[src/rtl/core/deq_pkg.sv]
// shared constants, codes and command/status types for the bounded deque engine
// depends on nothing; used by the interfaces, controller, datapath and top level
package deq_pkg;

  localparam int unsigned DEPTH     = 8;
  localparam int unsigned IDX_W     = $clog2(DEPTH);
  localparam int unsigned CNT_W     = $clog2(DEPTH + 1);
  localparam int unsigned CAP_W     = 4;
  localparam int unsigned CMP_W     = (CNT_W > CAP_W) ? CNT_W : CAP_W;
  localparam int unsigned DATA_W    = 32;

  typedef logic [1:0]        cmd_t;
  typedef logic [1:0]        status_t;
  typedef logic [CAP_W-1:0]  cap_t;
  typedef logic [IDX_W-1:0]  idx_t;
  typedef logic [CNT_W-1:0]  cnt_t;

  localparam cap_t    CAP_RESET   = cap_t'(5);

  localparam cmd_t    CMD_PUSH    = 2'd0;
  localparam cmd_t    CMD_POP     = 2'd1;
  localparam cmd_t    CMD_DISP    = 2'd2;

  localparam status_t ST_OK       = 2'd0;
  localparam status_t ST_OVERFLOW = 2'd1;
  localparam status_t ST_UNDERFLOW = 2'd2;

  typedef enum logic [1:0] {
    RES_OK,
    RES_OVF,
    RES_UNF,
    RES_RAM
  } res_sel_e;

  // controller to datapath
  typedef struct packed {
    logic     push;
    logic     pop;
    logic     disp_start;
    logic     disp_next;
    logic     load_res;
    res_sel_e res_sel;
    logic     res_last;
  } dp_cmd_t;

  // datapath to controller
  typedef struct packed {
    logic full;
    logic empty;
    logic disp_last;
    logic out_free;
  } dp_status_t;

endpackage

[src/rtl/core/deq_if.sv]
// handshake channel interfaces: command input, result output, capacity write
// depends on deq_pkg for field widths
interface deq_in_if;
  logic                           valid;
  logic                           ready;
  deq_pkg::cmd_t                  cmd;
  logic                           at_front;
  logic signed [deq_pkg::DATA_W-1:0] value;

  modport source (output valid, cmd, at_front, value, input ready);
  modport sink   (input valid, cmd, at_front, value, output ready);
endinterface

interface deq_out_if;
  logic                           valid;
  logic                           ready;
  deq_pkg::status_t               status;
  logic signed [deq_pkg::DATA_W-1:0] value_res;
  logic                           last;

  modport source (output valid, status, value_res, last, input ready);
  modport sink   (input valid, status, value_res, last, output ready);
endinterface

interface deq_cfg_if;
  logic          valid;
  logic          ready;
  deq_pkg::cap_t data;

  modport source (output valid, data, input ready);
  modport sink   (input valid, data, output ready);
endinterface

[src/rtl/core/deq_ram.sv]
// generic single write port, single read port ram with registered read data
// no dependencies
module deq_ram #(
  parameter int unsigned DATA_WIDTH = 32,
  parameter int unsigned NUM_WORDS  = 8
) (
  input  logic                         clk_i,
  input  logic                         we_i,
  input  logic [$clog2(NUM_WORDS)-1:0] waddr_i,
  input  logic [DATA_WIDTH-1:0]        wdata_i,
  input  logic                         re_i,
  input  logic [$clog2(NUM_WORDS)-1:0] raddr_i,
  output logic [DATA_WIDTH-1:0]        rdata_o
);

  logic [DATA_WIDTH-1:0] mem_q [NUM_WORDS];
  logic [DATA_WIDTH-1:0] rdata_q;

  always_ff @(posedge clk_i) begin
    if (we_i) begin
      mem_q[waddr_i] <= wdata_i;
    end
    if (re_i) begin
      rdata_q <= mem_q[raddr_i];
    end
  end

  assign rdata_o = rdata_q;

endmodule

[src/rtl/core/deq_ctrl.sv]
// controller: decodes commands, sequences ram reads for pop and display
// depends on deq_pkg
module deq_ctrl (
  input  logic                clk_i,
  input  logic                rst_ni,
  input  logic                in_valid_i,
  input  deq_pkg::cmd_t       in_cmd_i,
  output logic                in_ready_o,
  input  deq_pkg::dp_status_t stat_i,
  output deq_pkg::dp_cmd_t    cmd_o
);
  import deq_pkg::*;

  typedef enum logic [1:0] {
    ST_IDLE = 2'b01,
    ST_READ = 2'b10
  } state_e;

  state_e state_q, state_d;
  logic   pop_q, pop_d;
  logic   rd_last;

  always_comb begin
    state_d    = state_q;
    pop_d      = pop_q;
    in_ready_o = 1'b0;
    cmd_o      = '0;
    cmd_o.res_sel  = RES_OK;
    cmd_o.res_last = 1'b1;
    rd_last    = pop_q || stat_i.disp_last;
    case (state_q)
      ST_IDLE: begin
        in_ready_o = stat_i.out_free;
        if (in_valid_i && stat_i.out_free) begin
          case (in_cmd_i)
            CMD_PUSH: begin
              cmd_o.load_res = 1'b1;
              if (stat_i.full) begin
                cmd_o.res_sel = RES_OVF;
              end else begin
                cmd_o.push = 1'b1;
              end
            end
            CMD_POP: begin
              if (stat_i.empty) begin
                cmd_o.load_res = 1'b1;
                cmd_o.res_sel  = RES_UNF;
              end else begin
                cmd_o.pop = 1'b1;
                pop_d     = 1'b1;
                state_d   = ST_READ;
              end
            end
            CMD_DISP: begin
              if (stat_i.empty) begin
                cmd_o.load_res = 1'b1;
                cmd_o.res_sel  = RES_UNF;
              end else begin
                cmd_o.disp_start = 1'b1;
                pop_d            = 1'b0;
                state_d          = ST_READ;
              end
            end
            default: ;
          endcase
        end
      end
      ST_READ: begin
        if (stat_i.out_free) begin
          cmd_o.load_res = 1'b1;
          cmd_o.res_sel  = RES_RAM;
          cmd_o.res_last = rd_last;
          if (rd_last) begin
            state_d = ST_IDLE;
          end else begin
            cmd_o.disp_next = 1'b1;
          end
        end
      end
      default: begin
        state_d = ST_IDLE;
      end
    endcase
  end

  always_ff @(posedge clk_i or negedge rst_ni) begin
    if (!rst_ni) begin
      state_q <= ST_IDLE;
      pop_q   <= 1'b0;
    end else begin
      state_q <= state_d;
      pop_q   <= pop_d;
    end
  end

endmodule

[src/rtl/core/deq_dp.sv]
// datapath: circular store, front index, count, capacity and result register
// depends on deq_pkg and deq_ram
module deq_dp (
  input  logic                              clk_i,
  input  logic                              rst_ni,
  input  deq_pkg::dp_cmd_t                  cmd_i,
  output deq_pkg::dp_status_t               stat_o,
  input  logic                              at_front_i,
  input  logic signed [deq_pkg::DATA_W-1:0] value_i,
  input  logic                              cap_we_i,
  input  deq_pkg::cap_t                     cap_data_i,
  input  logic                              out_ready_i,
  output logic                              out_valid_o,
  output deq_pkg::status_t                  status_o,
  output logic signed [deq_pkg::DATA_W-1:0] value_res_o,
  output logic                              last_o
);
  import deq_pkg::*;

  function automatic idx_t slot_wrap(idx_t base, idx_t off);
    logic [IDX_W:0] sum;
    sum = {1'b0, base} + {1'b0, off};
    if (sum >= (IDX_W + 1)'(DEPTH)) begin
      sum = sum - (IDX_W + 1)'(DEPTH);
    end
    return sum[IDX_W-1:0];
  endfunction

  idx_t  front_q;
  cnt_t  count_q, idx_q;
  cap_t  cap_q;
  logic  dir_q;

  logic                       out_valid_q;
  status_t                    status_q;
  logic signed [DATA_W-1:0]   value_res_q;
  logic                       last_q;

  logic [CMP_W-1:0] cap_eff;
  idx_t             front_dec, front_inc, waddr, raddr;
  cnt_t             rd_i, rd_off;
  logic             rd_dir, ram_re, out_free;
  logic [DATA_W-1:0] rdata;

  assign cap_eff   = (CMP_W'(cap_q) > CMP_W'(DEPTH)) ? CMP_W'(DEPTH) : CMP_W'(cap_q);
  assign out_free  = !out_valid_q || out_ready_i;

  assign stat_o.full      = CMP_W'(count_q) >= cap_eff;
  assign stat_o.empty     = count_q == '0;
  assign stat_o.disp_last = (idx_q + cnt_t'(1)) == count_q;
  assign stat_o.out_free  = out_free;

  assign front_dec = (front_q == '0) ? idx_t'(DEPTH - 1) : front_q - idx_t'(1);
  assign front_inc = slot_wrap(front_q, idx_t'(1));
  assign waddr     = at_front_i ? front_dec : slot_wrap(front_q, count_q[IDX_W-1:0]);

  assign rd_i   = cmd_i.disp_next ? idx_q + cnt_t'(1) : '0;
  assign rd_dir = (cmd_i.pop || cmd_i.disp_start) ? at_front_i : dir_q;
  assign rd_off = rd_dir ? rd_i : count_q - cnt_t'(1) - rd_i;
  assign raddr  = slot_wrap(front_q, rd_off[IDX_W-1:0]);
  assign ram_re = cmd_i.pop || cmd_i.disp_start || cmd_i.disp_next;

  deq_ram #(
    .DATA_WIDTH (DATA_W),
    .NUM_WORDS  (DEPTH)
  ) u_ram (
    .clk_i   (clk_i),
    .we_i    (cmd_i.push),
    .waddr_i (waddr),
    .wdata_i (value_i),
    .re_i    (ram_re),
    .raddr_i (raddr),
    .rdata_o (rdata)
  );

  always_ff @(posedge clk_i or negedge rst_ni) begin
    if (!rst_ni) begin
      front_q     <= '0;
      count_q     <= '0;
      idx_q       <= '0;
      dir_q       <= 1'b0;
      cap_q       <= CAP_RESET;
      out_valid_q <= 1'b0;
    end else begin
      if (cap_we_i) begin
        cap_q <= cap_data_i;
      end
      if (cmd_i.push) begin
        count_q <= count_q + cnt_t'(1);
        if (at_front_i) begin
          front_q <= front_dec;
        end
      end
      if (cmd_i.pop) begin
        count_q <= count_q - cnt_t'(1);
        if (at_front_i) begin
          front_q <= front_inc;
        end
      end
      if (cmd_i.disp_start) begin
        idx_q <= '0;
        dir_q <= at_front_i;
      end
      if (cmd_i.disp_next) begin
        idx_q <= rd_i;
      end
      if (cmd_i.load_res) begin
        out_valid_q <= 1'b1;
      end else if (out_ready_i) begin
        out_valid_q <= 1'b0;
      end
    end
  end

  always_ff @(posedge clk_i) begin
    if (cmd_i.load_res) begin
      last_q <= cmd_i.res_last;
      case (cmd_i.res_sel)
        RES_OVF: begin
          status_q    <= ST_OVERFLOW;
          value_res_q <= '0;
        end
        RES_UNF: begin
          status_q    <= ST_UNDERFLOW;
          value_res_q <= '0;
        end
        RES_RAM: begin
          status_q    <= ST_OK;
          value_res_q <= signed'(rdata);
        end
        default: begin
          status_q    <= ST_OK;
          value_res_q <= '0;
        end
      endcase
    end
  end

  assign out_valid_o = out_valid_q;
  assign status_o    = status_q;
  assign value_res_o = value_res_q;
  assign last_o      = last_q;

endmodule

[src/rtl/core/bounded_deque_engine_top.sv]
// top level of the bounded deque engine: controller, datapath and channels
// depends on deq_pkg, deq_if, deq_ctrl, deq_dp
//
//   channel  dir  fields                     transfer when
//   in_i     in   cmd, at_front, value       valid && ready
//   out_o    out  status, value_res, last    valid && ready
//   cfg_i    in   data (capacity)            valid && ready (ready tied high)
//
// push and error results are loaded from the idle state; pop passes through the
// read state for the registered read of the entry store ram; display walks the
// held entries in the read state, one ram read per entry
// a result waiting in the output register does not block a new command if it
// is taken the same cycle; a stalled output holds the display sequence
// reset is asynchronous active low: queue empty, front at zero, capacity 5
module bounded_deque_engine_top (
  input  logic       clk_i,
  input  logic       rst_ni,
  deq_in_if.sink     in_i,
  deq_out_if.source  out_o,
  deq_cfg_if.sink    cfg_i
);
  import deq_pkg::*;

  dp_cmd_t    dp_cmd;
  dp_status_t dp_stat;

  assign cfg_i.ready = 1'b1;

  deq_ctrl u_ctrl (
    .clk_i      (clk_i),
    .rst_ni     (rst_ni),
    .in_valid_i (in_i.valid),
    .in_cmd_i   (in_i.cmd),
    .in_ready_o (in_i.ready),
    .stat_i     (dp_stat),
    .cmd_o      (dp_cmd)
  );

  deq_dp u_dp (
    .clk_i       (clk_i),
    .rst_ni      (rst_ni),
    .cmd_i       (dp_cmd),
    .stat_o      (dp_stat),
    .at_front_i  (in_i.at_front),
    .value_i     (in_i.value),
    .cap_we_i    (cfg_i.valid),
    .cap_data_i  (cfg_i.data),
    .out_ready_i (out_o.ready),
    .out_valid_o (out_o.valid),
    .status_o    (out_o.status),
    .value_res_o (out_o.value_res),
    .last_o      (out_o.last)
  );

endmodule
[src/flat_wrapper.sv]
// flat-port wrapper written by rule: the top's interface ports become plain ports
module bounded_deque_engine_top_flat import deq_pkg::*;
  (clk_i, rst_ni, in_i_valid, in_i_cmd, in_i_at_front, in_i_value, in_i_ready, out_o_valid, out_o_status, out_o_value_res, out_o_last, out_o_ready, cfg_i_valid, cfg_i_data, cfg_i_ready);
  deq_in_if in_i_i ();
  deq_out_if out_o_i ();
  deq_cfg_if cfg_i_i ();
  input  logic clk_i;
  input  logic rst_ni;
  input wire logic [$bits(in_i_i.valid)-1:0] in_i_valid;
  input wire logic [$bits(in_i_i.cmd)-1:0] in_i_cmd;
  input wire logic [$bits(in_i_i.at_front)-1:0] in_i_at_front;
  input wire logic [$bits(in_i_i.value)-1:0] in_i_value;
  output wire logic [$bits(in_i_i.ready)-1:0] in_i_ready;
  output wire logic [$bits(out_o_i.valid)-1:0] out_o_valid;
  output wire logic [$bits(out_o_i.status)-1:0] out_o_status;
  output wire logic [$bits(out_o_i.value_res)-1:0] out_o_value_res;
  output wire logic [$bits(out_o_i.last)-1:0] out_o_last;
  input wire logic [$bits(out_o_i.ready)-1:0] out_o_ready;
  input wire logic [$bits(cfg_i_i.valid)-1:0] cfg_i_valid;
  input wire logic [$bits(cfg_i_i.data)-1:0] cfg_i_data;
  output wire logic [$bits(cfg_i_i.ready)-1:0] cfg_i_ready;
  assign in_i_i.valid = in_i_valid;
  assign in_i_i.cmd = in_i_cmd;
  assign in_i_i.at_front = in_i_at_front;
  assign in_i_i.value = in_i_value;
  assign in_i_ready = in_i_i.ready;
  assign out_o_valid = out_o_i.valid;
  assign out_o_status = out_o_i.status;
  assign out_o_value_res = out_o_i.value_res;
  assign out_o_last = out_o_i.last;
  assign out_o_i.ready = out_o_ready;
  assign cfg_i_i.valid = cfg_i_valid;
  assign cfg_i_i.data = cfg_i_data;
  assign cfg_i_ready = cfg_i_i.ready;
  bounded_deque_engine_top u_core (.clk_i(clk_i), .rst_ni(rst_ni), .in_i(in_i_i), .out_o(out_o_i), .cfg_i(cfg_i_i));
endmodule
[config.mk]
export PLATFORM = sky130hd
export DESIGN_NAME = bounded_deque_engine_top_flat
export DESIGN_NICKNAME = d
export VERILOG_FILES = /design/src/rtl/core/deq_pkg.sv /design/src/rtl/core/deq_if.sv /design/src/rtl/core/deq_ram.sv /design/src/rtl/core/deq_ctrl.sv /design/src/rtl/core/deq_dp.sv /design/src/rtl/core/bounded_deque_engine_top.sv /design/src/flat_wrapper.sv
export SDC_FILE = /design/constraint.sdc
export NUM_CORES = 1
export LEC_CHECK = 0
export ABC_CLOCK_PERIOD_IN_PS = 10500
export BUFFER_PORTS_ARGS = -buffer_cell sky130_fd_sc_hd__buf_4
export CORE_MARGIN = 3
export CORE_UTILIZATION = 65
export CTS_BUF_LIST = sky130_fd_sc_hd__clkbuf_8
export DETAILED_ROUTE_END_ITERATION = 12
export GPL_ROUTABILITY_DRIVEN = 0
export PLACE_DENSITY_LB_ADDON = 0.2
export SLEW_MARGIN = 20
export SYNTH_ARGS = -nofsm -noshare
export SYNTH_HDL_FRONTEND = slang
export SYNTH_SLANG_ARGS = --single-unit
[constraint.sdc]
create_clock -name clk_i -period 10.5 [get_ports clk_i]
set_input_delay 2.1 -clock clk_i [delete_from_list [all_inputs] [get_ports clk_i]]
set_output_delay 2.1 -clock clk_i [all_outputs]
set_load 0.01 [all_outputs]
=== After elaboration in Yosys (flattened, before gate mapping) ===
Memory sizes are Yosys's and may differ from the RTL's. A register that Yosys moved wholly into a read port is not among the register bits.
Cells that the tools add are included.

* Register bits after elaboration: 55
* Memory bits (writable): 256
* Input port bits: 44
* Word-level logic and storage cells: 107
* Memories kept: 1

* $add $sub $neg: 11
* Order comparisons: 5
* Eq/ne operators: 15
* Mux-type cells: 47
* Reductions and logical operators: 17

{| class="wikitable"
|+ Memory list
! name !! depth !! width !! read ports !! clocked after memory_dff !! wr ports !! line !! text
|-
| u_core.u_dp.u_ram.mem_q || 8 || 32 || 1 || 1 || 1 || deq_ram.sv:16 || <nowiki>logic [DATA_WIDTH-1:0] mem_q [NUM_WORDS];</nowiki>
|}

{| class="wikitable"
|+ Operators by type and width
! cell !! count
|-
| two-way mux 3 bit || 14
|-
| two-way mux 4 bit || 6
|-
| two-way mux 1 bit || 16
|-
| != test 2 bit (second input constant) || 7
|-
| >= comparator 4 bit (second input constant) || 3
|-
| case mux 3 bit (2 select lines) || 2
|-
| subtractor 3 x 1 -> 3 bit (second input constant) || 4
|-
| two-way mux 2 bit || 5
|-
| AND reduction 5 bit || 2
|-
| adder 3 x 3 -> 4 bit || 2
|-
| adder 4 x 1 -> 4 bit (second input constant) || 2
|-
| == test 2 bit (second input constant) || 4
|-
| case mux 2 bit (2 select lines) || 2
|-
| nonzero test 2 bit || 4
|-
| == test 2 x 1 -> 1 bit (second input constant) || 3
|-
| two-way mux 5 bit || 1
|-
| adder 3 x 1 -> 4 bit (second input constant) || 1
|-
| == test 4 bit || 1
|-
| >= comparator 4 bit || 1
|-
| greater-than comparator 4 bit (second input constant) || 1
|-
| zero test 4 bit || 1
|-
| logical OR 1 bit || 4
|-
| subtractor 4 x 1 -> 4 bit (second input constant) || 1
|-
| zero test 3 bit || 1
|-
| other kinds (7) || 7
|}

=== Longest topological paths before layout ===
Gate-level depths: netlist (run 1).

* Depth in word-level cells: 13
* Gate-level depth with buffers: 16
* Gate-level depth less buffers: 15

=== Cells and area by module ===
From an unflattened synthesis (run 1), not the netlist that was laid out.

* Cell total of the unflattened synthesis: 655
* Area total of the unflattened synthesis: 13670.6 um^2

{| class="wikitable"
|+ By module, submodules not included
! module !! instances !! cells each !! area each (um^2) !! seq. area each (um^2)
|-
| deq_ram || 1 || 415 || 10786.6 || 8648.3
|-
| deq_dp || 1 || 201 || 2553.7 || 1478.9
|-
| deq_ctrl || 1 || 37 || 319.1 || 76.3
|-
| bounded_deque_engine_top || 1 || 2 || 11.3 || 0.0
|}

=== Worst setup path after synthesis (run 1) ===
OpenSTA, ideal clock, no wires.

* Kind: input to register
* From: input port out_o_ready
* To: memory u_core.u_dp.u_ram.mem_q[0][0], enable pin
* Data arrival time: 6.038 ns
* Data required time: 9.999 ns
* Path slack: 3.961 ns
* Stages: 5
* Path buffers: 0
* Path through: nand2b_1 -> nand3_1 -> nor3b_1 -> o21ai_1 -> nor4_1

* Longest elaborated chain between the ends: 6

{| class="wikitable"
|+ Ends and longest elaborated chain
! element !! line !! text
|-
| from (decl) || flat_wrapper.sv:18 || <nowiki>input wire logic [$bits(out_o_i.ready)-1:0] out_o_ready;</nowiki>
|-
| logical OR 1 bit || deq_dp.sv:46 || <nowiki>assign out_free = !out_valid_q || out_ready_i;</nowiki>
|-
| logical AND 1 bit || deq_ctrl.sv:34 || <nowiki>if (in_valid_i && stat_i.out_free) begin</nowiki>
|-
| two-way mux 3 bit || deq_ctrl.sv:34 ||
|-
| two-way mux 3 bit || deq_ctrl.sv:31 || <nowiki>case (state_q)</nowiki>
|-
| two-way mux 1 bit || deq_ram.sv:20 || <nowiki>if (we_i) begin</nowiki>
|-
| two-way mux 1 bit (not written as such) || deq_ram.sv:21 || <nowiki>mem_q[waddr_i] <= wdata_i;</nowiki>
|-
| to (decl) || deq_ram.sv:16 ||
|}

Every way passes these cells.

=== Worst setup path in the final report (run 1) ===
* From: input port out_o_ready
* To: register u_core.u_dp.u_ram.rdata_q[0], in the netlist u_core.u_dp.u_ram.rdata_o[0], read port of u_core.u_dp.u_ram.mem_q (data pin)

* Longest elaborated chain between the ends: 10
* Elaborated cells between the ends (all ways): 16
* Those cells by class: 3 x add/sub; 1 x order compare; 8 x mux; 4 x reduce/logical

{| class="wikitable"
|+ Ends and longest elaborated chain
! element !! line !! text
|-
| logical OR 1 bit * || deq_dp.sv:46 ||
|-
| branches (longest 9 deep; another with adder 3 x 3 -> 4 bit) || -- ||
|-
| to (decl) || deq_ram.sv:17 || <nowiki>logic [DATA_WIDTH-1:0] rdata_q;</nowiki>
|}

Mark *: on every way between the ends.
A chain may end at the register's enable or synchronous reset.

==> results.txt, run 1 <==
The highest layer touched by signal routing is met4. Data on the critical path is required at its endpoint by between 10000 and 15000 ps. In this run the remaining antenna-violating nets after routing total 0. The final hold violation count is 0. The number of flops mapped to enable cells by yosys is between 300 and 400.

The static leakage power came out at roughly 5.5 nW. The final worst-path cycle share came out at a little over half. The cts-stage hold buffer count came out at 0. The minimum period implied by the final worst setup slack came out at about 5600 ps. The most used flip-flop cell after synthesis is sky130_fd_sc_hd__edfxtp_1. The die outline area is about 23000 sq um. Headroom to the max-slew limit came out at 29.7%. The standard-cell row count is 52. The number of ports placed on the die boundary came out at 82.

The wire length of the first global-routing pass came out at 39.1 mm. Walking the worst path, the cells encountered are buf_4 > nand2b_1 > nand2_1 > a211oi_4 > inv_1 > nor2_1 > ha_1 > fa_1 > o21ai_0 > fa_2 > xor2_1 > xnor2_2 > xnor2_4 > buf_4 > mux2_1. The class of the most critical setup path is primary input to register. The worst supply voltage drop on vdd came out at 0.517 mV. The number of buffers created by CTS came out at 52. The final worst slack came out at roughly 5000 ps. The number of port buffers is 80.

The initial antenna violation count was 0. The synthesized area per cell is about 20 sq um. The DRC violation count after routing is 0.

Setup violations remaining at the end of the flow were counted as 0. Summing all flip-flop and latch instances after layout gives 10200 sq um. The largest net degree at the start of global routing came out at 65. The synthesized area is roughly 14000 sq um. The via count of the first global-routing pass is about 7000. The routed design has ~25 mm of wire. The source-to-sink clock delay at the later pin of the worst-skew pair is roughly 560 ps. The async set or reset register ratio after synthesis came out at between 5 and 6%. The number of antenna repair diodes is 0. The fraction of the yosys area taken by sequential cells is between 70% and 80%. In this run the post-CTS setup repair buffer count came out at 0. From synthesis to final layout, the design area changed by 14.5%. The slew of the pin with the lowest slew margin is approximately 1100 ps.

The worst setup path is launched from a primary input. Dividing total power by cell area gives a power density of ~340 nW/um^2. For the final routed database, the setup TNS stands at 0 ps. The clock passes through at most 3 buffers. In the synthesized netlist, the number of instances is approximately 700.

The worst setup path is captured at a register. Of the post-synthesis cell area, the part taken by muxes is roughly 14%. The detailed route wirelength on metal2 came out at 13.4 mm. The number of clock sinks came out at 343.

The area of the core region is 20500 sq um. The HPWL after detailed placement came out at around 14 mm. The mean number of vias per cell is about 6.0. In the final layout, the multi-input gates occupy ~3400 sq um. In this run the vertical extent of the chip is roughly 150 microns.

In this run the horizontal extent of the chip is between 150 and 200 microns. The critical path's slowest cell is sky130_fd_sc_hd__buf_4. The adder-cell area share of the yosys netlist is roughly 2.2%. Fill cells in the final layout number 1143.

The total count of max-transition violations in the final report is 0. The via count of the routed design came out at approximately 6700. The total number of yosys warnings is 0. The initial cell density of the core is about two thirds. By instance count, the cell type seen most on the critical path is sky130_fd_sc_hd__buf_4. The aggregate global-route resource usage is 22.8%.

Counting distinct cell types in the post-synthesis netlist gives 59. The tree is rooted in a sky130_fd_sc_hd__clkbuf_8. TritonCTS built the clock tree. The path class of the tightest hold or removal check is register to register. The net count reported at finish came out at between 800 and 900. For this run the aggregate overflow at the end of global routing stands at 0. Max-cap violations in this run came to 0.

Timing analysis after detailed placement gives a worst setup slack of roughly 4300 ps. The compound-gate portion of the synthesized area is roughly 2.1%. Setup repair after global routing left no endpoint under its margin. Once the clock tree was built, the resizer swapped 0 gates to a different size. The average wire length per cell after detail routing came out at ~22 microns.

The simple-gate area share of the yosys netlist came out at around 4.4%. The number of violations reported at the end of detailed-routing iteration 0 came out at 415. CTS built an H-tree with a depth of 2.

The synthesized-area fraction occupied by xor and xnor cells is between 1 and 1.5%. The signal arrival time at the worst endpoint came out at between 5000 and 6000 ps. The flop and latch count out of synthesis came out at 343. The largest incremental delay on the critical path came out at 590 ps.

The number of iterations in the first detailed-routing pass came out at 5. The total routed wire length on the met1 layer is about 10 mm. The run finished with clean final reports. By area, the combinational part of the netlist is dominated by multiplexers. The maximum operating frequency is 0.179 GHz. The largest driver fanout on the critical path came out at 32. When the netlist entered floorplanning its net count stood at 763. The fraction of final layout cells with drive strength greater than 1 came out at 33.7%.

Across the routed clock network, the largest skew measured is ~22 ps. The clock slew seen by the registers of the worst setup and hold paths is about 60 ps. The amount of wire on met3 after detailed routing is 1.43 mm.
report_power, final:
| group | total (W) | leakage, nW | internal, W | switching, W |
|---|---|---|---|---|
| clock | 0.00102 | 0.560 | 0.000530 | 0.000490 |
| sequential | 0.00185 | 3.15 | 0.00178 | 0.0000788 |
| combinational | 0.00247 | 1.75 | 0.00139 | 0.00109 |
synthesized netlist by cell type, drive strengths merged (2+ instances only):
master / number / share of area, %
nand2b: 4 / 0.18
ha: 19 / 1.7
nor3b: 3 / 0.20
dfstp: 3 / 0.57
nor2b: 5 / 0.23
mux4: 64 / 10
a211oi: 2 / 0.20
nand3: 4 / 0.15
o21ai: 12 / 0.52
dfrtp: 17 / 3.1
a21o: 3 / 0.16
nand2: 59 / 1.6
a21boi: 2 / 0.11
a21oi: 7 / 0.26
xnor2: 7 / 0.64
mux2: 36 / 3.8
nor2: 41 / 1.1
nor3: 8 / 0.33
xor2: 6 / 0.38
inv: 13 / 0.36
edfxtp: 323 / 71
clkbuf: 20 / 0.55
fa: 3 / 0.44
buf: 7 / 0.45
and2: 4 / 0.18
o21a: 5 / 0.27
layer usage:
layer | track usage (%) | vias to the layer above
met5 | 0 | -
met2 | 39.0 | 228
met4 | 6.66 | 0
met1 | 30.3 | 3470
met3 | 4.55 | 42
li1 | - | 2997
area by class of cell:
class                           instances  share of cell area (%)
Clock inverter                         39                    1.35
Clock buffer                           57                    4.99
Sequential cell                       343                    64.9
Multi-Input combinational cell        314                    21.8
Tap cell                              270                    2.15
Timing Repair Buffer                   94                    4.49
Inverter                               13                   0.310
registers in the layout, summed over array words and instances (netlist names):
register                   cells
u_core.u_dp.status_o           2
u_core.u_ctrl.state_q          2
u_core.u_ctrl.pop_q            1
u_core.u_dp.front_q            3
u_core.u_dp.value_res_o       32
u_core.u_dp.last_o             1
u_core.u_dp.count_q            4
u_core.u_dp.idx_q              4
u_core.u_dp.out_valid_o        1
u_core.u_dp.u_ram.rdata_o     32
u_core.u_dp.u_ram.mem_q      256
u_core.u_dp.cap_q              4
u_core.u_dp.dir_q              1
critical path, delay by kind of cell:
family                   cells  cell delay, ps
XOR/XNOR                     3             550
AND/OR/NAND/NOR              3             540
multiplexers                 1             390
adder cells (fa/ha/maj)      3             850
AO/OA/AOI/OAI                2             650
buffers and inverters        3             780
placed cells by master, fill, tap and decap left out, types with 2 or more instances in the layout:
| master | netlist | layout |
|---|---|---|
| sky130_fd_sc_hd__nand2b_1 | 4 | 4 |
| sky130_fd_sc_hd__nor2b_1 | 5 | 5 |
| sky130_fd_sc_hd__o21ai_0 | 10 | 10 |
| sky130_fd_sc_hd__clkinvlp_4 | 0 | 3 |
| sky130_fd_sc_hd__xnor2_1 | 5 | 5 |
| sky130_fd_sc_hd__clkbuf_8 | 0 | 57 |
| sky130_fd_sc_hd__dfstp_2 | 3 | 3 |
| sky130_fd_sc_hd__clkinv_1 | 0 | 10 |
| sky130_fd_sc_hd__xor2_1 | 6 | 6 |
| sky130_fd_sc_hd__inv_1 | 13 | 26 |
| sky130_fd_sc_hd__ha_1 | 19 | 18 |
| sky130_fd_sc_hd__nand3_1 | 4 | 4 |
| sky130_fd_sc_hd__nand2_1 | 59 | 59 |
| sky130_fd_sc_hd__inv_6 | 0 | 2 |
| sky130_fd_sc_hd__a21o_1 | 3 | 3 |
| sky130_fd_sc_hd__dfrtp_1 | 17 | 17 |
| sky130_fd_sc_hd__buf_4 | 1 | 94 |
| sky130_fd_sc_hd__nor3_1 | 7 | 3 |
| sky130_fd_sc_hd__nor3_2 | 1 | 5 |
| sky130_fd_sc_hd__mux2_4 | 30 | 30 |
| sky130_fd_sc_hd__mux4_2 | 64 | 64 |
| sky130_fd_sc_hd__and2_1 | 4 | 4 |
| sky130_fd_sc_hd__a21oi_1 | 7 | 6 |
| sky130_fd_sc_hd__mux2_2 | 4 | 4 |
| sky130_fd_sc_hd__nor3b_1 | 2 | 2 |
| sky130_fd_sc_hd__clkinv_2 | 0 | 9 |
| sky130_fd_sc_hd__fa_1 | 3 | 2 |
| sky130_fd_sc_hd__edfxtp_1 | 323 | 323 |
| sky130_fd_sc_hd__mux2_1 | 2 | 2 |
| sky130_fd_sc_hd__nor2_4 | 0 | 3 |
| sky130_fd_sc_hd__o21a_1 | 5 | 5 |
| sky130_fd_sc_hd__nor2_1 | 41 | 37 |
kinds of logic after synthesis:
| family | Yosys count |
|---|---|
| compound gates | 40 |
| fa+ha+maj | 22 |
| mux | 100 |
| other cells | 1 |
| buf+inv | 40 |
| simple gates | 136 |
| flops | 343 |
| xor+xnor | 15 |
stage by stage:
step | power, W | utilization, % | hold slack, ps | cells | instance area, sq um
CTS | 0.00542 | 76.7 | 528 | 1130 | 15700
global route | 0.00563 | 76.7 | 541 | 1130 | 15700
detailed placement | 0.00439 | 71.9 | 503 | 1034 | 14700
floorplan | 0.00391 | - | 465 | 697 | 13700
global placement | 0.00429 | 71.9 | 485 | 1034 | 14700
finish | 0.00535 | 76.7 | 524 | 1130 | 15700
worst paths after layout:
check | start | end | slack [ps] | cells after the start
worst max register to register | u_core.u_dp.idx_q[0]$_DFFE_PN0P_ | u_core.u_dp.u_ram.rdata_o[14]$_DFFE_PP_ | 5710 | 13
worst min register to register | u_core.u_dp.cap_q[1]$_DFFE_PN0P_ | u_core.u_dp.cap_q[1]$_DFFE_PN0P_ | 520 | 1
max in group asynchronous | rst_ni | u_core.u_dp.cap_q[2]$_DFFE_PN1P_ | 8810 | 1
min in group asynchronous | rst_ni | u_core.u_dp.cap_q[3]$_DFFE_PN0P_ | 1420 | 1
worst min-delay path | u_core.u_dp.cap_q[1]$_DFFE_PN0P_ | u_core.u_dp.cap_q[1]$_DFFE_PN0P_ | 520 | 1
worst max-delay path | out_o_ready | u_core.u_dp.u_ram.rdata_o[0]$_DFFE_PP_ | 4900 | 15
Note: power is estimated with default switching activity, not from simulation.
==> run 2, diff against run 1 <==
--- a/config.mk
+++ b/config.mk
@@ -5,10 +5,10 @@
 export SDC_FILE = /design/constraint.sdc
 export NUM_CORES = 1
 export LEC_CHECK = 0
-export ABC_CLOCK_PERIOD_IN_PS = 10500
+export ABC_CLOCK_PERIOD_IN_PS = 4840
 export BUFFER_PORTS_ARGS = -buffer_cell sky130_fd_sc_hd__buf_4
 export CORE_MARGIN = 3
-export CORE_UTILIZATION = 65
+export CORE_UTILIZATION = 57
 export CTS_BUF_LIST = sky130_fd_sc_hd__clkbuf_8
 export DETAILED_ROUTE_END_ITERATION = 12
 export GPL_ROUTABILITY_DRIVEN = 0
==> constraint.sdc (replaced) <==
create_clock -name clk_i -period 4.84 [get_ports clk_i]
set_input_delay 0.968 -clock clk_i [delete_from_list [all_inputs] [get_ports clk_i]]
set_output_delay 0.968 -clock clk_i [all_outputs]
set_load 0.01 [all_outputs]
==> run 2 against run 1 <==
Against the previous run: clock power is 120% higher; non-clock buffer count rose by 7; first-iteration DRC count grew 35%; sequential power rose by 120%; clock skew fell by 10 ps; power up 120%; final cell count is 5.5% higher; die area rose by 13%.
==> results.txt, run 2 (same netlist as run 1, synthesis figures left out) <==
The flow ran to the end, and the final reports show no timing, DRC or antenna violations. The worst relative slew slack is 29.0% (-0.70 points). The cts-stage hold buffer count came to 0 (unchanged).

The share of the core filled with cells is 67.6% (-9.1 points). The number of ports placed on the die boundary came out at 82 (unchanged). The number of clock sinks came out at 343 (unchanged). The library cell used most frequently in the layout, excluding fill and tap cells, is sky130_fd_sc_hd__edfxtp_1. More flip-flops sit in one register than any other, and that register is u_core.u_dp.u_ram.mem_q.

The final hold violation count came to 0 (unchanged). The width of the die came to 161 microns (+6.5%). The area of the core region came out at 23500 sq um (+15%). The buffer levels on the longest clock path came out at 3 (unchanged).

The DRC violation count after routing came out at 0 (unchanged). The max-capacitance violation count is 0 (unchanged). The flip-flop count of the largest register, all copies and words added came out at 256 (unchanged). The final worst-path cycle share came out at 96.5%. The final cell area excluding filler cells came out at 15900 sq um (+1.3%). The source-to-sink clock delay at the later pin of the worst-skew pair came to 580 ps (+20 ps). The standard-cell row count is 56 (+7.7%).

The signal arrival time at the worst endpoint came out at 5000 ps (-910 ps). The setup fix buffers added after clock tree synthesis is 0 (unchanged). The remaining antenna violation count is 0 (unchanged). The final sum of negative setup slack came out at 0 ps (unchanged).

Setup repair after global routing left no endpoint under its margin. The die extent in y came out at 161 microns (+6.5%). The net count reported at finish came out at 893 (+1.0%). The synthesis-to-finish area growth is 16.0%.

The via count of the routed design came out at 6783 (+0.68%). The sort of element at the start of the critical path is a register. STA classifies the critical path endpoint as a register. The H-tree depth reported by CTS is 2 (unchanged). The number of iterations in the first detailed-routing pass is 5 (unchanged).

In the layout the commonest cells are sky130_fd_sc_hd__edfxtp_1 (323), sky130_fd_sc_hd__buf_4 (95), sky130_fd_sc_hd__mux4_2 (64). The static leakage power is 5.53 nW (+1.3%). The area of placed instances came to 14900 sq um (+1.4%).

The multi-input combinational cell area came out at 3450 sq um (+0.33%). The fraction of final layout cells with drive strength greater than 1 came out at 33.6% (-0.16 points). Subtracting the final worst setup slack from the clock period gives around 4700 ps.

The area occupied by registers is 10200 sq um (unchanged). TritonCTS built the clock tree. The post-cts repair resize count came out at 0 (unchanged). The maximum operating frequency came out at 0.214 GHz. The initial antenna violation count is 0 (unchanged). The HPWL after detailed placement came to 14.9 mm (+5.7%). The slew of the pin with the lowest slew margin came out at 1060 ps (+10.4 ps). In this run the worst hold path is classified as primary input to asynchronous set/reset pin. The aggregate global-route resource usage is 20.7% (-2.2 points). The wire length of the first global-routing pass came out at 40.7 mm (+4.2%). The number of port buffers is 80 (unchanged). The number of antenna repair diodes came out at 0 (unchanged). The average wire length per cell after detail routing is 21.7 microns (-2.7%). The number of filler cells placed in the layout is 1576 (+38%). The required time reported for the critical path endpoint came out at 5170 ps (-5640 ps).

The total power per unit cell area came out at 748 nW/um^2 (+120%). The clock slew seen by the registers of the worst setup and hold paths came out at 60 ps (about the same). The aggregate global routing overflow was 0 (unchanged). The number of violations reported at the end of detailed-routing iteration 0 is 561 (+35%). The largest driver fanout on the critical path came out at 12 (-63%).

The mean number of vias per cell came out at 5.69 (-4.6%). The tree is rooted in a sky130_fd_sc_hd__clkbuf_8. The largest clock skew in the final design is 11.6 ps (-10.1 ps). The die outline area came out at 26000 sq um (+13%). The number of buffers created by CTS is 54 (+3.8%). The worst setup path is of the register to register kind. The power after layout was 0.0119 W (+120%). The worst supply voltage drop on vdd came out at 0.628 mV (+21%).

The via count of the first global-routing pass is 7311 (+2.9%). The total wire length came to 25.9 mm (+2.6%). The largest net degree at the start of global routing is 49 (-25%). The initial cell density of the core came to 58.3% (-8.7 points). The number of endpoints failing setup at the final stage is 0 (unchanged). The total count of max-transition violations in the final report is 0 (unchanged).
==> run 2: cell types whose count changed in the layout (fill, tap and decap cells not counted), moves of 2 or more <==
cell,before,now
sky130_fd_sc_hd__clkinv_1,10,21
sky130_fd_sc_hd__buf_12,0,6
sky130_fd_sc_hd__clkinvlp_4,3,0
sky130_fd_sc_hd__inv_6,2,0
==> run 2: per-layer routing <==
metal  track usage, %  part of all wire (%)  vias to the layer above
met4             6.84                   2.2                        0
met5                0                     0                        -
met3             3.74                   5.4                       44
met2             36.5                    53                      203
li1                 -                     -                     3015
met1             26.1                    39                     3521
==> run 2: final cells by class <==
| cell class | count | area share [%] |
|---|---|---|
| Sequential cell | 343 | 64.1 |
| Multi-Input combinational cell | 314 | 21.6 |
| Timing Repair Buffer | 101 | 5.23 |
| Clock buffer | 56 | 4.84 |
| Tap cell | 319 | 2.51 |
| Clock inverter | 46 | 1.41 |
| Inverter | 13 | 0.306 |
==> run 2: final timing paths <==
check | start | endpoint | slack [ps] | depth (start not counted)
max | u_core.u_dp.idx_q[0]$_DFFE_PN0P_ | u_core.u_dp.u_ram.rdata_o[9]$_DFFE_PP_ | 170 | 15
min | rst_ni | u_core.u_ctrl.pop_q$_DFFE_PN0P_ | 270 | 1
max reg2reg | u_core.u_dp.idx_q[0]$_DFFE_PN0P_ | u_core.u_dp.u_ram.rdata_o[9]$_DFFE_PP_ | 170 | 15
min reg2reg | u_core.u_dp.cap_q[1]$_DFFE_PN0P_ | u_core.u_dp.cap_q[1]$_DFFE_PN0P_ | 520 | 1
max in group asynchronous | rst_ni | u_core.u_dp.cap_q[0]$_DFFE_PN1P_ | 4290 | 1
min in group clk_i | u_core.u_dp.cap_q[1]$_DFFE_PN0P_ | u_core.u_dp.cap_q[1]$_DFFE_PN0P_ | 520 | 1
==> run 2: where the power goes <==
| group | internal (W) | switching [W] | leakage, nW |
|---|---|---|---|
| registers | 0.00385 | 0.000160 | 3.15 |
| clock network | 0.00113 | 0.00108 | 0.565 |
| logic | 0.00327 | 0.00242 | 1.81 |
==> run 2: critical path: stages (launching register included) <==
cell and delay [ps]:
sky130_fd_sc_hd__dfrtp_1 430, sky130_fd_sc_hd__ha_1 270, sky130_fd_sc_hd__xor3_1 380, sky130_fd_sc_hd__nor3_2 300
sky130_fd_sc_hd__a211oi_4 110, sky130_fd_sc_hd__inv_1 90, sky130_fd_sc_hd__nor2_1 70, sky130_fd_sc_hd__ha_1 220
sky130_fd_sc_hd__fa_1 490, sky130_fd_sc_hd__o21ai_0 150, sky130_fd_sc_hd__fa_2 430, sky130_fd_sc_hd__xor2_1 190
sky130_fd_sc_hd__xnor2_2 190, sky130_fd_sc_hd__xnor2_4 560, sky130_fd_sc_hd__buf_12 250, sky130_fd_sc_hd__mux2_4 320
==> run 2: metrics by stage <==
stage | cells | setup slack, ps | hold WS (ps)
CTS | 1192 | 162 | 259
global placement | 1090 | 170 | 489
global route | 1192 | 24.7 | 260
floorplan | 697 | 275 | 465
detailed placement | 1090 | 86.8 | 507
finish | 1192 | 168 | 270
==> run 3, diff against run 2 <==
--- a/config.mk
+++ b/config.mk
@@ -5,13 +5,14 @@
 export SDC_FILE = /design/constraint.sdc
 export NUM_CORES = 1
 export LEC_CHECK = 0
-export ABC_CLOCK_PERIOD_IN_PS = 4840
+export ABC_CLOCK_PERIOD_IN_PS = 3900
 export BUFFER_PORTS_ARGS = -buffer_cell sky130_fd_sc_hd__buf_4
 export CORE_MARGIN = 3
-export CORE_UTILIZATION = 57
+export CORE_UTILIZATION = 50
 export CTS_BUF_LIST = sky130_fd_sc_hd__clkbuf_8
 export DETAILED_ROUTE_END_ITERATION = 12
 export GPL_ROUTABILITY_DRIVEN = 0
+export MAX_ROUTING_LAYER = met4
 export PLACE_DENSITY_LB_ADDON = 0.2
 export SLEW_MARGIN = 20
 export SYNTH_ARGS = -nofsm -noshare
==> constraint.sdc (replaced) <==
create_clock -name clk_i -period 3.9 [get_ports clk_i]
set_input_delay 0.78 -clock clk_i [delete_from_list [all_inputs] [get_ports clk_i]]
set_output_delay 0.78 -clock clk_i [all_outputs]
set_load 0.01 [all_outputs]
==> run 3 against run 2 <==
Against the previous run: the flow now finishes with violations (setup timing); die area rose by 13%; power rose by 38%; non-clock buffer count rose by 55; first-iteration DRC count rose by 2.3%; largest cell class unchanged; largest power group unchanged.
==> results.txt, run 3 (same netlist as run 1, synthesis figures left out) <==
The cts-stage hold buffer count came out at 0 (unchanged). The worst setup timing slack at the placement stage is -288 ps (-375 ps). The final hold violation count is 0 (unchanged).

The checks that failed: setup timing. The number of port buffers came out at 80 (unchanged). The area of the core region came to 27000 sq um (+14%).

The final worst slack is -236 ps (-404 ps). The power after layout came out at 0.0164 W (+38%). The final worst-path cycle share was 106% (+9.5 points). The path class of the tightest hold or removal check is primary input to asynchronous set/reset pin.

The area of placed instances came out at 15300 sq um (+2.4%). The critical path in this run is classified as register to register. Counting flops per register, the top entry is u_core.u_dp.u_ram.mem_q. The H-tree depth reported by CTS came out at 2 (unchanged). The tree is rooted in a sky130_fd_sc_hd__clkbuf_8. The aggregate global-route resource usage came out at 20.4% (-0.24 points). The clock slew seen by the registers of the worst setup and hold paths came out at 60 ps (about the same). The remaining antenna violation count came out at 0 (unchanged). The CTS tree is yes.

The DRC violation count after routing came out at 0 (unchanged). The worst supply voltage drop on vdd is 1.19 mV (+89%). In the layout the commonest cells are sky130_fd_sc_hd__edfxtp_1 (323), sky130_fd_sc_hd__buf_4 (126), sky130_fd_sc_hd__mux4_2 (64). The fraction of final layout cells with drive strength greater than 1 is 39.9% (+6.4 points).

The number of ports placed on the die boundary is 82 (unchanged). Leaving out fill and tap cells, the most frequent cell in the layout is sky130_fd_sc_hd__edfxtp_1. The slack of the worst reg-to-reg path is -240 ps (-400 ps). The flip-flop count of the largest register, all copies and words added came out at 256 (unchanged). The via count of the routed design was 7089 (+4.5%). The minimum period implied by the final worst setup slack came to 4140 ps (-536 ps). The largest clock skew in the final design was 17.3 ps (+5.68 ps).

The largest driver fanout on the critical path came to 10 (-2). The max-capacitance violation count came out at 0 (unchanged). The number of buffers created by CTS is 55 (+1.9%).

The slew of the pin with the lowest slew margin is 991 ps (-71.0 ps). The initial antenna violation count is 0 (unchanged). The total count of max-transition violations in the final report was 0 (unchanged).

The mean number of vias per cell came out at 5.59 (-1.8%). The total wire length is 28.6 mm (+10%). The required time reported for the critical path endpoint is 4210 ps (-960 ps). The width of the die is 172 microns (+6.5%). The number of filler cells placed in the layout came out at 1907 (+21%). The standard-cell row count is 60 (+7.1%).

The wire length of the first global-routing pass is 43.7 mm (+7.4%). The via count of the first global-routing pass was 7720 (+5.6%). Setup repair after global routing could not meet its margin everywhere. The worst relative slew slack is 33.5% (+4.5 points).

The signal arrival time at the worst endpoint came out at 4450 ps (-550 ps). The final cell area excluding filler cells is 16800 sq um (+5.7%). The share of the core filled with cells is 62.4% (-5.2 points). The net count reported at finish was 949 (+6.3%). The number of clock sinks is 343 (unchanged). The die extent in y is 172 microns (+6.5%). The initial cell density of the core is 51.0% (-7.4 points). The die outline area was 29500 sq um (+13%). The number of antenna repair diodes was 0 (unchanged). The number of iterations in the first detailed-routing pass was 4 (-1). From synthesis to final layout, the design area changed by 22.5%. The number of violations reported at the end of detailed-routing iteration 0 was 574 (+2.3%). The final cell count without fillers came to 1268 (+6.4%). The static leakage power is 5.97 nW (+8.0%). The buffer levels on the longest clock path is 3 (unchanged). The total power per unit cell area is 975 nW/um^2 (+30%). The aggregate global routing overflow was 0 (unchanged).

The number of endpoints failing setup at the final stage came out at 32 (+32). The average wire length per cell after detail routing is 22.6 microns (+3.7%). The HPWL after detailed placement was 15.4 mm (+3.6%). The largest net degree at the start of global routing is 37 (-24%). The kind of end point of the critical path is a register. The cell count after placement came out at 1136 (+4.2%). The source-to-sink clock delay at the later pin of the worst-skew pair came out at 570 ps (about the same). The run finished, with violations left. The maximum operating frequency was 0.242 GHz (+13%). The sort of element at the start of the critical path is a register.
[run 3: cell count changes in the layout (fill, tap and decap cells not counted), sizes merged]
cell | before | now
buf | 101 | 155
clkinv | 32 | 24
bufinv | 1 | 5
clkbuf | 56 | 60
[run 3: critical path, cell delays in order (launching register included)]
cell and delay (ps):
sky130_fd_sc_hd__dfrtp_1 430, sky130_fd_sc_hd__buf_6 150, sky130_fd_sc_hd__and3_4 190, sky130_fd_sc_hd__xnor3_2 280, sky130_fd_sc_hd__a211oi_4 350, sky130_fd_sc_hd__inv_2 90
sky130_fd_sc_hd__nor2_4 100, sky130_fd_sc_hd__ha_2 160, sky130_fd_sc_hd__nor2_1 40, sky130_fd_sc_hd__a21o_1 210, sky130_fd_sc_hd__ha_4 170, sky130_fd_sc_hd__fa_2 390
sky130_fd_sc_hd__xor2_2 200, sky130_fd_sc_hd__xnor2_2 290, sky130_fd_sc_hd__xnor2_4 160, sky130_fd_sc_hd__buf_12 180, sky130_fd_sc_hd__buf_16 180, sky130_fd_sc_hd__mux2_4 300
[run 3: where the power goes]
group          total, W  leakage, nW  internal [W]  switching [W]
clock           0.00309        0.628       0.00173        0.00136
combinational   0.00834         2.19       0.00489        0.00345
sequential      0.00498         3.15       0.00478       0.000194
total            0.0164         5.97        0.0114        0.00501
[run 3: per-stage QoR]
| step | hold WS (ps) | TNS, ps |
|---|---|---|
| finish | 88.7 | -6540 |
| global route | 72.2 | -9820 |
| detailed placement | 518 | -7940 |
| floorplan | 480 | -31710 |
| CTS | 64.6 | -1910 |
| global placement | 497 | -6720 |
[run 3: repair_timing]
action / CTS / global route
setup endpoints to repair: 32 / 33
buffers inserted: 27 / 10
gates resized for setup: 18 / 13
cloned: 2 / 1
pin swaps: 4 / 2
[run 3: cell type report]
cell class                      count  area [sq um]  area share (%)
Timing Repair Buffer              156          1490            8.83
Inverter                           13          51.3           0.305
Clock inverter                     42           314            1.87
Sequential cell                   343         10200            60.6
Tap cell                          341           427            2.54
Multi-Input combinational cell    314          3530            21.0
Clock buffer                       59           812            4.83
[run 3: layer usage]
metal / part of all wire, % / track usage [%] / wire [microns] / vias to the layer above
met5: 0 / - / 0 / -
met4: 2.9 / 7.12 / 826 / 0
met3: 5.6 / 4.23 / 1590 / 63
met2: 52 / 34.2 / 14800 / 209
met1: 40 / 25.0 / 11400 / 3688
li1: - / - / - / 3129
[run 3: final timing paths]
path / to / startpoint / depth (start not counted)
worst max-delay path: u_core.u_dp.u_ram.rdata_o[3]$_DFFE_PP_ / u_core.u_dp.idx_q[0]$_DFFE_PN0P_ / 17
worst min-delay path: u_core.u_dp.count_q[1]$_DFFE_PN0P_ / rst_ni / 1
worst max register to register: u_core.u_dp.u_ram.rdata_o[3]$_DFFE_PP_ / u_core.u_dp.idx_q[0]$_DFFE_PN0P_ / 17
worst min register to register: u_core.u_dp.cap_q[1]$_DFFE_PN0P_ / u_core.u_dp.cap_q[1]$_DFFE_PN0P_ / 1
max in group asynchronous: u_core.u_ctrl.state_q[0]$_DFFE_PN1P_ / rst_ni / 1
min in group clk_i: u_core.u_dp.u_ram.mem_q[2][12]$_DFFE_PP_ / in_i_value[12] / 1
